--- src/rtl/lgs_pkg.sv ---
// ---------------------------------------------------------------------------
// lgs_pkg
// Shared constants, the request bundle type and the Life rule.
// ---------------------------------------------------------------------------
package lgs_pkg;

    localparam int GRID_MAX_DEF    = 64;
    localparam int QUEUE_DEPTH_DEF = 4;
    localparam int CFG_W           = 7;
    localparam int POS_W           = 6;
    localparam int SIDE_RESET      = 64;
    localparam int NBR_W           = 8;

    localparam int BIRTH_COUNT     = 3;
    localparam int SURVIVE_COUNT   = 2;

    // Result slots of one input cell, in output order.
    localparam int SLOT_UP_LEFT = 0;   // (r-1, c-1)
    localparam int SLOT_UP      = 1;   // (r-1, c)   at row end
    localparam int SLOT_LEFT    = 2;   // (r,   c-1) on last row
    localparam int SLOT_HERE    = 3;   // (r,   c)   last cell
    localparam int SLOT_N       = 4;

    typedef struct packed {
        logic [POS_W-1:0]  row;
        logic [POS_W-1:0]  col;
        logic [SLOT_N-1:0] present;
        logic [SLOT_N-1:0] alive;
    } bundle_t;

    function automatic logic life_next(input logic center, input logic [NBR_W-1:0] nbrs);
        logic [3:0] cnt;
        cnt = '0;
        for (int i = 0; i < NBR_W; i++)
        begin
            cnt = cnt + 4'(nbrs[i]);
        end
        return (cnt == 4'(BIRTH_COUNT)) || ((cnt == 4'(SURVIVE_COUNT)) && center);
    endfunction

endpackage

--- src/rtl/lgs_front.sv ---
// ---------------------------------------------------------------------------
// lgs_front
// Accepts cells, keeps position, line stores and window, forms bundles.
// ---------------------------------------------------------------------------
module lgs_front #(
    parameter int GRID_MAX = lgs_pkg::GRID_MAX_DEF
) (
    input  logic                       clk,
    input  logic                       rst_n,
    input  logic                       cfg_valid,
    input  logic [lgs_pkg::CFG_W-1:0]  cfg_data,
    input  logic                       push,
    input  logic                       cell_alive,
    output logic                       full,
    output logic                       q_push,
    output lgs_pkg::bundle_t           q_data,
    input  logic                       q_full
);
    import lgs_pkg::*;

    localparam int IDX_W  = $clog2(GRID_MAX);
    localparam int SIDE_W = $clog2(GRID_MAX + 1);

    logic [CFG_W-1:0]  grid_side_reg;
    logic [IDX_W-1:0]  row_reg, col_reg;
    logic [SIDE_W-1:0] side;
    logic [IDX_W-1:0]  side_last;
    logic [IDX_W-1:0]  row_cur, col_cur;
    logic              accept;

    // line stores
    logic newer_mem [GRID_MAX];
    logic older_mem [GRID_MAX];
    logic top_rd_reg, mid_rd_reg;

    // window stage
    logic             b_valid_reg;
    logic [IDX_W-1:0] b_row_reg, b_col_reg;
    logic             b_bot_reg;
    logic [2:0]       col_a_reg, col_b_reg;   // bit 0 top, 1 mid, 2 bottom
    logic [2:0]       col_a, col_b, col_c;
    logic             top, mid;
    logic             b_has, b_fire;
    logic             row_ge1, col_ge1, row_last, col_last;

    always_comb
    begin
        if (grid_side_reg == '0)
        begin
            side = SIDE_W'(1);
        end
        else if (32'(grid_side_reg) > GRID_MAX)
        begin
            side = SIDE_W'(GRID_MAX);
        end
        else
        begin
            side = SIDE_W'(grid_side_reg);
        end
    end

    assign side_last = IDX_W'(side - SIDE_W'(1));

    always_comb
    begin
        if ((row_reg > side_last) || (col_reg > side_last))
        begin
            row_cur = '0;
            col_cur = '0;
        end
        else
        begin
            row_cur = row_reg;
            col_cur = col_reg;
        end
    end

    assign accept = push && !full;

    always_ff @(posedge clk or negedge rst_n)
    begin
        if (!rst_n)
        begin
            grid_side_reg <= CFG_W'(SIDE_RESET);
            row_reg       <= '0;
            col_reg       <= '0;
        end
        else if (cfg_valid)
        begin
            grid_side_reg <= cfg_data;
            row_reg       <= '0;
            col_reg       <= '0;
        end
        else if (accept)
        begin
            if (col_cur >= side_last)
            begin
                col_reg <= '0;
                row_reg <= (row_cur >= side_last) ? '0 : row_cur + IDX_W'(1);
            end
            else
            begin
                col_reg <= col_cur + IDX_W'(1);
                row_reg <= row_cur;
            end
        end
    end

    // read-before-write on the newer store; older store takes mid on b_fire
    always_ff @(posedge clk)
    begin
        if (accept)
        begin
            newer_mem[col_cur] <= cell_alive;
            mid_rd_reg         <= newer_mem[col_cur];
            top_rd_reg         <= older_mem[col_cur];
        end
        if (b_fire)
        begin
            older_mem[b_col_reg] <= mid;
        end
    end

    assign top = (b_row_reg > IDX_W'(1)) && top_rd_reg;
    assign mid = (b_row_reg != '0) && mid_rd_reg;

    assign row_ge1  = (b_row_reg != '0);
    assign col_ge1  = (b_col_reg != '0);
    assign row_last = (b_row_reg == side_last);
    assign col_last = (b_col_reg == side_last);

    assign col_c = {b_bot_reg, mid, top};
    assign col_a = col_ge1 ? col_a_reg : 3'b000;
    assign col_b = col_ge1 ? col_b_reg : 3'b000;

    always_comb
    begin
        q_data = '0;
        q_data.row = POS_W'(b_row_reg);
        q_data.col = POS_W'(b_col_reg);
        q_data.present[SLOT_UP_LEFT] = row_ge1 && col_ge1;
        q_data.present[SLOT_UP]      = row_ge1 && col_last;
        q_data.present[SLOT_LEFT]    = row_last && col_ge1;
        q_data.present[SLOT_HERE]    = row_last && col_last;
        q_data.alive[SLOT_UP_LEFT] = life_next(col_b[1],
            {col_a, col_c, col_b[0], col_b[2]});
        q_data.alive[SLOT_UP]      = life_next(col_c[1],
            {col_b, col_c[0], col_c[2], 3'b000});
        q_data.alive[SLOT_LEFT]    = life_next(col_b[2],
            {col_a[2:1], col_c[2:1], col_b[1], 3'b000});
        q_data.alive[SLOT_HERE]    = life_next(col_c[2],
            {col_b[2:1], col_c[1], 5'b00000});
    end

    assign b_has  = |q_data.present;
    assign b_fire = b_valid_reg && (!b_has || !q_full);
    assign q_push = b_fire && b_has;
    assign full   = b_valid_reg && !b_fire;

    always_ff @(posedge clk or negedge rst_n)
    begin
        if (!rst_n)
        begin
            b_valid_reg <= 1'b0;
        end
        else if (accept)
        begin
            b_valid_reg <= 1'b1;
        end
        else if (b_fire)
        begin
            b_valid_reg <= 1'b0;
        end
    end

    always_ff @(posedge clk)
    begin
        if (accept)
        begin
            b_row_reg <= row_cur;
            b_col_reg <= col_cur;
            b_bot_reg <= cell_alive;
        end
        if (b_fire)
        begin
            col_a_reg <= col_b;
            col_b_reg <= col_c;
        end
    end

endmodule

--- src/rtl/lgs_fifo.sv ---
// ---------------------------------------------------------------------------
// lgs_fifo
// Short request queue between the front and the back.
// ---------------------------------------------------------------------------
module lgs_fifo #(
    parameter int DEPTH = lgs_pkg::QUEUE_DEPTH_DEF
) (
    input  logic             clk,
    input  logic             rst_n,
    input  logic             push,
    input  lgs_pkg::bundle_t data_in,
    output logic             full,
    input  logic             pop,
    output lgs_pkg::bundle_t data_out,
    output logic             empty
);
    import lgs_pkg::*;

    localparam int PTR_W = (DEPTH > 1) ? $clog2(DEPTH) : 1;
    localparam int CNT_W = $clog2(DEPTH + 1);

    bundle_t           mem_reg [DEPTH];
    logic [PTR_W-1:0]  wr_ptr_reg, rd_ptr_reg;
    logic [CNT_W-1:0]  count_reg;
    logic              do_push, do_pop;

    assign full     = (count_reg == CNT_W'(DEPTH));
    assign empty    = (count_reg == '0);
    assign do_push  = push && !full;
    assign do_pop   = pop && !empty;
    assign data_out = mem_reg[rd_ptr_reg];

    always_ff @(posedge clk or negedge rst_n)
    begin
        if (!rst_n)
        begin
            wr_ptr_reg <= '0;
            rd_ptr_reg <= '0;
            count_reg  <= '0;
        end
        else
        begin
            if (do_push)
            begin
                wr_ptr_reg <= (wr_ptr_reg == PTR_W'(DEPTH - 1)) ? '0 : wr_ptr_reg + PTR_W'(1);
            end
            if (do_pop)
            begin
                rd_ptr_reg <= (rd_ptr_reg == PTR_W'(DEPTH - 1)) ? '0 : rd_ptr_reg + PTR_W'(1);
            end
            if (do_push && !do_pop)
            begin
                count_reg <= count_reg + CNT_W'(1);
            end
            else if (do_pop && !do_push)
            begin
                count_reg <= count_reg - CNT_W'(1);
            end
        end
    end

    always_ff @(posedge clk)
    begin
        if (do_push)
        begin
            mem_reg[wr_ptr_reg] <= data_in;
        end
    end

endmodule

--- src/rtl/lgs_back.sv ---
// ---------------------------------------------------------------------------
// lgs_back
// Unpacks request bundles into single results through an output register.
// ---------------------------------------------------------------------------
module lgs_back (
    input  logic                       clk,
    input  logic                       rst_n,
    input  logic                       q_empty,
    input  lgs_pkg::bundle_t           q_data,
    output logic                       q_pop,
    output logic [lgs_pkg::POS_W-1:0]  out_row,
    output logic [lgs_pkg::POS_W-1:0]  out_col,
    output logic                       next_alive,
    output logic                       burst_end,
    output logic                       frame_end,
    output logic                       empty,
    input  logic                       pop
);
    import lgs_pkg::*;

    logic [SLOT_N-1:0] sent_reg;
    logic [SLOT_N-1:0] remain, remain_after;
    logic [1:0]        pick;
    logic              load;
    logic              out_valid_reg;
    logic [POS_W-1:0]  row_next, col_next;
    logic [POS_W-1:0]  row_reg, col_reg;
    logic              alive_reg, burst_reg, frame_reg;

    assign remain = q_data.present & ~sent_reg;

    always_comb
    begin
        if (remain[SLOT_UP_LEFT])
        begin
            pick = 2'(SLOT_UP_LEFT);
        end
        else if (remain[SLOT_UP])
        begin
            pick = 2'(SLOT_UP);
        end
        else if (remain[SLOT_LEFT])
        begin
            pick = 2'(SLOT_LEFT);
        end
        else
        begin
            pick = 2'(SLOT_HERE);
        end
    end

    assign remain_after = remain & ~(SLOT_N'(1) << pick);

    always_comb
    begin
        case (pick)
            2'(SLOT_UP_LEFT):
            begin
                row_next = q_data.row - POS_W'(1);
                col_next = q_data.col - POS_W'(1);
            end
            2'(SLOT_UP):
            begin
                row_next = q_data.row - POS_W'(1);
                col_next = q_data.col;
            end
            2'(SLOT_LEFT):
            begin
                row_next = q_data.row;
                col_next = q_data.col - POS_W'(1);
            end
            default:
            begin
                row_next = q_data.row;
                col_next = q_data.col;
            end
        endcase
    end

    assign load  = !q_empty && (!out_valid_reg || pop);
    assign q_pop = load && (remain_after == '0);

    always_ff @(posedge clk or negedge rst_n)
    begin
        if (!rst_n)
        begin
            out_valid_reg <= 1'b0;
            sent_reg      <= '0;
        end
        else
        begin
            if (load)
            begin
                out_valid_reg <= 1'b1;
                sent_reg      <= q_pop ? '0 : (sent_reg | (SLOT_N'(1) << pick));
            end
            else if (pop)
            begin
                out_valid_reg <= 1'b0;
            end
        end
    end

    always_ff @(posedge clk)
    begin
        if (load)
        begin
            row_reg   <= row_next;
            col_reg   <= col_next;
            alive_reg <= q_data.alive[pick];
            burst_reg <= (remain_after == '0);
            frame_reg <= (pick == 2'(SLOT_HERE));
        end
    end

    assign empty      = !out_valid_reg;
    assign out_row    = row_reg;
    assign out_col    = col_reg;
    assign next_alive = alive_reg;
    assign burst_end  = burst_reg;
    assign frame_end  = frame_reg;

endmodule

--- src/rtl/life_generation_stream.sv ---
// ---------------------------------------------------------------------------
// life_generation_stream - one Conway Life (B3/S23) generation over a stream
// Path: a cell's results pass the window stage, the bundle queue and the output register.
// Rate: one cell, one result per cycle unless stalled; multi-result cells fill the queue.
// Reset: async low; side 64, position (0,0), queues empty, no clearing pass.
// ---------------------------------------------------------------------------
//
// Structure
//   front : position counters, the two line stores (one memory each, registered
//           read), the 3x3 window and the Life rule. Each cell with results
//           becomes one request bundle holding them, up to four; others push none.
//   fifo  : short bundle queue, so the front and the back stall on their own.
//   back  : hands out the results of the head bundle through an output register,
//           one per cycle while popped; the next result loads while the current is popped.
//
// Rate
//   Results run one row and one column behind the input. Row-end cells below
//   row 0 and every cell of the last row except its first give two results,
//   the last cell gives four and the first cell of the last row none; at
//   side 1 each cell gives one. The back moves at most one result per cycle,
//   so during those stretches the bundle queue fills and full rises until the
//   back catches up; row 0 of the next frame gives no results and drains it.
//
// Configuration
//   cfg_data is the grid side; a write restarts the frame at cell (0, 0).
//   A side of 0 acts as 1, a side above GRID_MAX acts as GRID_MAX.
//   Line store contents from earlier frames are never used: rows above the
//   grid are masked as dead, so the stores need no clearing.
// ---------------------------------------------------------------------------
module life_generation_stream #(
    parameter int GRID_MAX    = lgs_pkg::GRID_MAX_DEF,
    parameter int QUEUE_DEPTH = lgs_pkg::QUEUE_DEPTH_DEF
) (
    input  logic                       clk,
    input  logic                       rst_n,
    // configuration
    input  logic                       cfg_valid,
    output logic                       cfg_ready,
    input  logic [lgs_pkg::CFG_W-1:0]  cfg_data,
    // cell input
    input  logic                       push,
    output logic                       full,
    input  logic                       cell_alive,
    // result output
    output logic                       empty,
    input  logic                       pop,
    output logic [lgs_pkg::POS_W-1:0]  out_row,
    output logic [lgs_pkg::POS_W-1:0]  out_col,
    output logic                       next_alive,
    output logic                       burst_end,
    output logic                       frame_end
);
    import lgs_pkg::*;

    bundle_t q_in_data, q_out_data;
    logic    q_push, q_full, q_pop, q_empty;

    // Writes must only be made while the block is idle; it does not check and takes them all.
    assign cfg_ready = 1'b1;

    lgs_front #(
        .GRID_MAX (GRID_MAX)
    ) u_front (
        .clk        (clk),
        .rst_n      (rst_n),
        .cfg_valid  (cfg_valid),
        .cfg_data   (cfg_data),
        .push       (push),
        .cell_alive (cell_alive),
        .full       (full),
        .q_push     (q_push),
        .q_data     (q_in_data),
        .q_full     (q_full)
    );

    lgs_fifo #(
        .DEPTH (QUEUE_DEPTH)
    ) u_fifo (
        .clk      (clk),
        .rst_n    (rst_n),
        .push     (q_push),
        .data_in  (q_in_data),
        .full     (q_full),
        .pop      (q_pop),
        .data_out (q_out_data),
        .empty    (q_empty)
    );

    lgs_back u_back (
        .clk        (clk),
        .rst_n      (rst_n),
        .q_empty    (q_empty),
        .q_data     (q_out_data),
        .q_pop      (q_pop),
        .out_row    (out_row),
        .out_col    (out_col),
        .next_alive (next_alive),
        .burst_end  (burst_end),
        .frame_end  (frame_end),
        .empty      (empty),
        .pop        (pop)
    );

endmodule

--- config.mk ---
export PLATFORM = sky130hd
export DESIGN_NAME = life_generation_stream
export DESIGN_NICKNAME = d
export VERILOG_FILES = /design/src/rtl/lgs_pkg.sv /design/src/rtl/lgs_front.sv /design/src/rtl/lgs_fifo.sv /design/src/rtl/lgs_back.sv /design/src/rtl/life_generation_stream.sv
export SDC_FILE = /design/constraint.sdc
export NUM_CORES = 1
export LEC_CHECK = 0
export CAP_MARGIN = 20
export CORE_ASPECT_RATIO = 1.25
export CORE_UTILIZATION = 64
export DETAILED_ROUTE_END_ITERATION = 10
export DONT_BUFFER_PORTS = 1
export GPL_ROUTABILITY_DRIVEN = 0
export GPL_TIMING_DRIVEN = 0
export HOLD_SLACK_MARGIN = 0.08
export PLACE_DENSITY = 0.8
export SLEW_MARGIN = 20
export SYNTH_ARGS = -nofsm -noshare
export SYNTH_HDL_FRONTEND = slang
export SYNTH_SLANG_ARGS = --single-unit
--- constraint.sdc ---
create_clock -name clk -period 7.2 [get_ports clk]
set_clock_uncertainty 0.05 [all_clocks]
set_input_delay 0.72 -clock clk [delete_from_list [all_inputs] [get_ports clk]]
set_output_delay 0.72 -clock clk [all_outputs]
set_load 0.02 [all_outputs]
==> results.ini <==
[power]
p_int_mw = 3.40
pwr-share-clk = 0.288
p_sw_mw = 1.49
powerDensity_mw_per_mm2 = 338
p_seq_frac = 0.455
p_leak_nw = 5.06
p_sw_frac = 0.305
p_comb_frac = 0.257
ir_drop_mv = 0.309

[worst_setup_path]
rr_worst_depth = 22
critPathLaunchType = flip-flop
worst_setup_path_end_kind = flip-flop
cp-startpoint = u_front.grid_side_reg[4]$_DFFE_PN0P_
path_class = flip-flop to flip-flop
crit_path_end = u_front.col_reg[4]$_DFFE_PN0P_
critPathRequiredTime_ns = 7.62
crit_arrival_ns = 7.19
reg2reg_from = u_front.grid_side_reg[4]$_DFFE_PN0P_
worstReg2RegEnd = u_front.col_reg[4]$_DFFE_PN0P_
rrSetupSlack_ns = 0.43
critPathMaxFanout = 10

[timing]
rsz0062_at_grt = false
finalSetupViolations = 0
slew_headroom = 0.172
final_hold_viol_count = 0
fin_ws_ns = 0.426
fin_crit_ns = 6.77
max_freq_mhz = 148
final.period_utilization = 0.941
worst_pin_slew_ns = 1.24
final_max_slew_viol_count = 0

[route]
wl_met1_um = 10600
top_layer = met4
ant_nets = 0
finalWirelength_um = 28600
drc = 0
viasPerCell = 6.46
drtIter0Drc = 820
met2WireLength_um = 14700
first_pass_iters = 7
vias = 8471
wire_per_inst_um = 21.8
dr_wl_met3_um = 1810

[cts]
clk_path_buf_depth = 3
root_buffer = clkbuf_16
htreeDepth = 1
cts_tree = built
clock_latency_ns = 0.54
cts_buffers = 26
post-cts-setup-buffers = 0
clk_pin_slew_worst_paths_ns = 0.07
cts.sink_count = 276

[synthesis]
synth_top_area_cell = edfxtp_1
synth.area.top_cells = edfxtp_1 (56%), mux4_2 (6.0%), dfrtp_1 (5.9%)
synthArstFlopShare = 0.116
synth_flop_cell = edfxtp_1
yosysSeqAreaShare = 0.619
syn-num-nets = 1049
synth_area_mm2 = 0.0131
synth_edf_count = 244
syn-instance-count = 991
yosys_warnings = 0
synth_seq_cells = 276
synth_top_area_share = 0.558
syn_avg_cell_area_um2 = 13.3
synthDistinctLibCells = 76

[place]
io_buffer_count = 0
dpl.cell_count = 1263
dp_slack_ns = -0.504
dp_hpwl_um = 19200
place_area_mm2 = 0.0135

[hold_path]
hp-class = primary input to flip-flop
worstHoldPathCells = 0

[cells_and_area]
final_cell_area_mm2 = 0.0145
utilization = 0.720
area_growth_pct = 10.1
seqCellArea_mm2 = 0.00813
num_antenna_cells = 0
final_common_cell = edfxtp_1
layout-drive-gt1-share = 0.119
multi_input_area_mm2 = 0.00471
largest_reg_flops = 80
fin_nets = 1081
fillers = 1382
layout_common_cells = edfxtp_1 (244), nor2_1 (158), nand2_1 (54)
instances_no_fill = 1312

[global_route]
grt_antenna_before_repair = 0
grt_util_all_layers = 0.284
grt_max_degree = 66
gr-total-overflow = 0
grt_pass1_vias = 8320
grt_pass1_wl_um = 44800

[floorplan]
io_pins = 31
initial_utilization = 0.654
die_h_um = 162
rows = 58
fp.dieW_um = 130
dieArea_mm2 = 0.0211
core-area_mm2 = 0.0201

[status]
outcome = complete, no violations

[job]
cap_violations = 0

final cells by class:
cell class              instances  share of cell area
plain buffers                  48              0.0131
clock inverters                15              0.0124
well taps                     270              0.0234
repair buffers                  4             0.00450
inverters                      44              0.0114
flip-flops and latches        276               0.562
multi-input cells             623               0.325
clock buffers                  32              0.0480
layer usage:
| layer | vias to the layer above | GRT usage |
|---|---|---|
| li1 | 3787 | - |
| met1 | 4228 | 0.347 |
| met2 | 355 | 0.488 |
| met3 | 101 | 0.0395 |
| met4 | 0 | 0.147 |
| met5 | - | 0 |
cells by family after synthesis:
logic type	Yosys count	synth area share
XOR/XNOR	24	0.0160
multiplexers	67	0.0857
AO/OA/AOI/OAI	127	0.0724
other	1	0.000285
AND/OR/NAND/NOR	355	0.128
buffers and inverters	92	0.0269
adder cells (fa/ha/maj)	49	0.0518
flip-flops	276	0.619
power groups by stage:
stage,Sequential [mW],Clock (mW),Combinational (mW)
after floorplan,2.23,0,0.922
after global placement,2.25,0,1.16
after detailed placement,2.26,0,1.23
after CTS,2.23,1.42,1.26
after global routing,2.26,1.48,1.40
final,2.23,1.41,1.26
Yosys cell counts, types with 7 or more instances:
master and count:
dfrtp_1 31, and2_1 11, nand2_1 54, edfxtp_1 244, nand2b_1 15, mux2i_1 18, mux2_2 14, a22oi_1 9
and3_1 7, clkbuf_1 37, fa_1 10, o21ai_0 16, nand3_1 17, a31oi_1 11, ha_1 35, a21oi_1 19
nor2b_1 9, nor4_1 19, a211oi_1 7, inv_1 40, xnor2_1 18, a21o_1 7, mux4_2 35, nor3_1 29
nor2_1 158
what timing repair did:
item	4_1_cts	5_1_grt
gates resized for setup	3	5
hold endpoints to repair	32	0
hold buffers	2	0
endpoints found under the setup margin	12	11
how the worst min path moves through the flow:
stage / from / to / slack [ns]
finish: cell_alive / u_front.newer_mem[57]$_DFFE_PP_ / 0.23
detailed placement: rst_n / u_fifo.count_reg[1]$_DFFE_PN0P_ / 0.38
global placement: rst_n / u_fifo.count_reg[1]$_DFFE_PN0P_ / 0.38
global route: cell_alive / u_front.newer_mem[47]$_DFFE_PP_ / 0.22
CTS: cell_alive / u_front.newer_mem[33]$_DFFE_PP_ / 0.21
floorplan: rst_n / u_back.out_valid_reg$_DFFE_PN0P_ / 0.37
metrics by stage:
step	hold slack, ns	setup TNS [ns]	power [mW]
floorplan	0.374	0	3.15
global placement	0.375	-2.65	3.41
detailed placement	0.375	-3.86	3.49
CTS	0.213	0	4.91
global route	0.217	0	5.14
finish	0.232	0	4.90
worst max-delay path, stage by stage, from the launching register on:
cell	delay, ns
dfrtp_1	0.43
nor3_1	0.19
a21oi_1	0.17
or2_2	0.39
ha_1	0.29
xnor2_2	0.46
ha_1	0.34
and3_1	0.18
a211oi_1	0.30
maj3_2	0.34
a221oi_2	0.11
o31ai_4	0.57
clkbuf_2	0.37
nor2_1	0.14
ha_1	0.31
or3_1	0.36
o21ai_0	0.15
o21ai_0	0.13
a32o_1	0.27
a22oi_2	0.31
nor4b_4	0.45
o2bb2ai_1	0.17
a22o_1	0.19
Power figures use the tool's default switching activity.
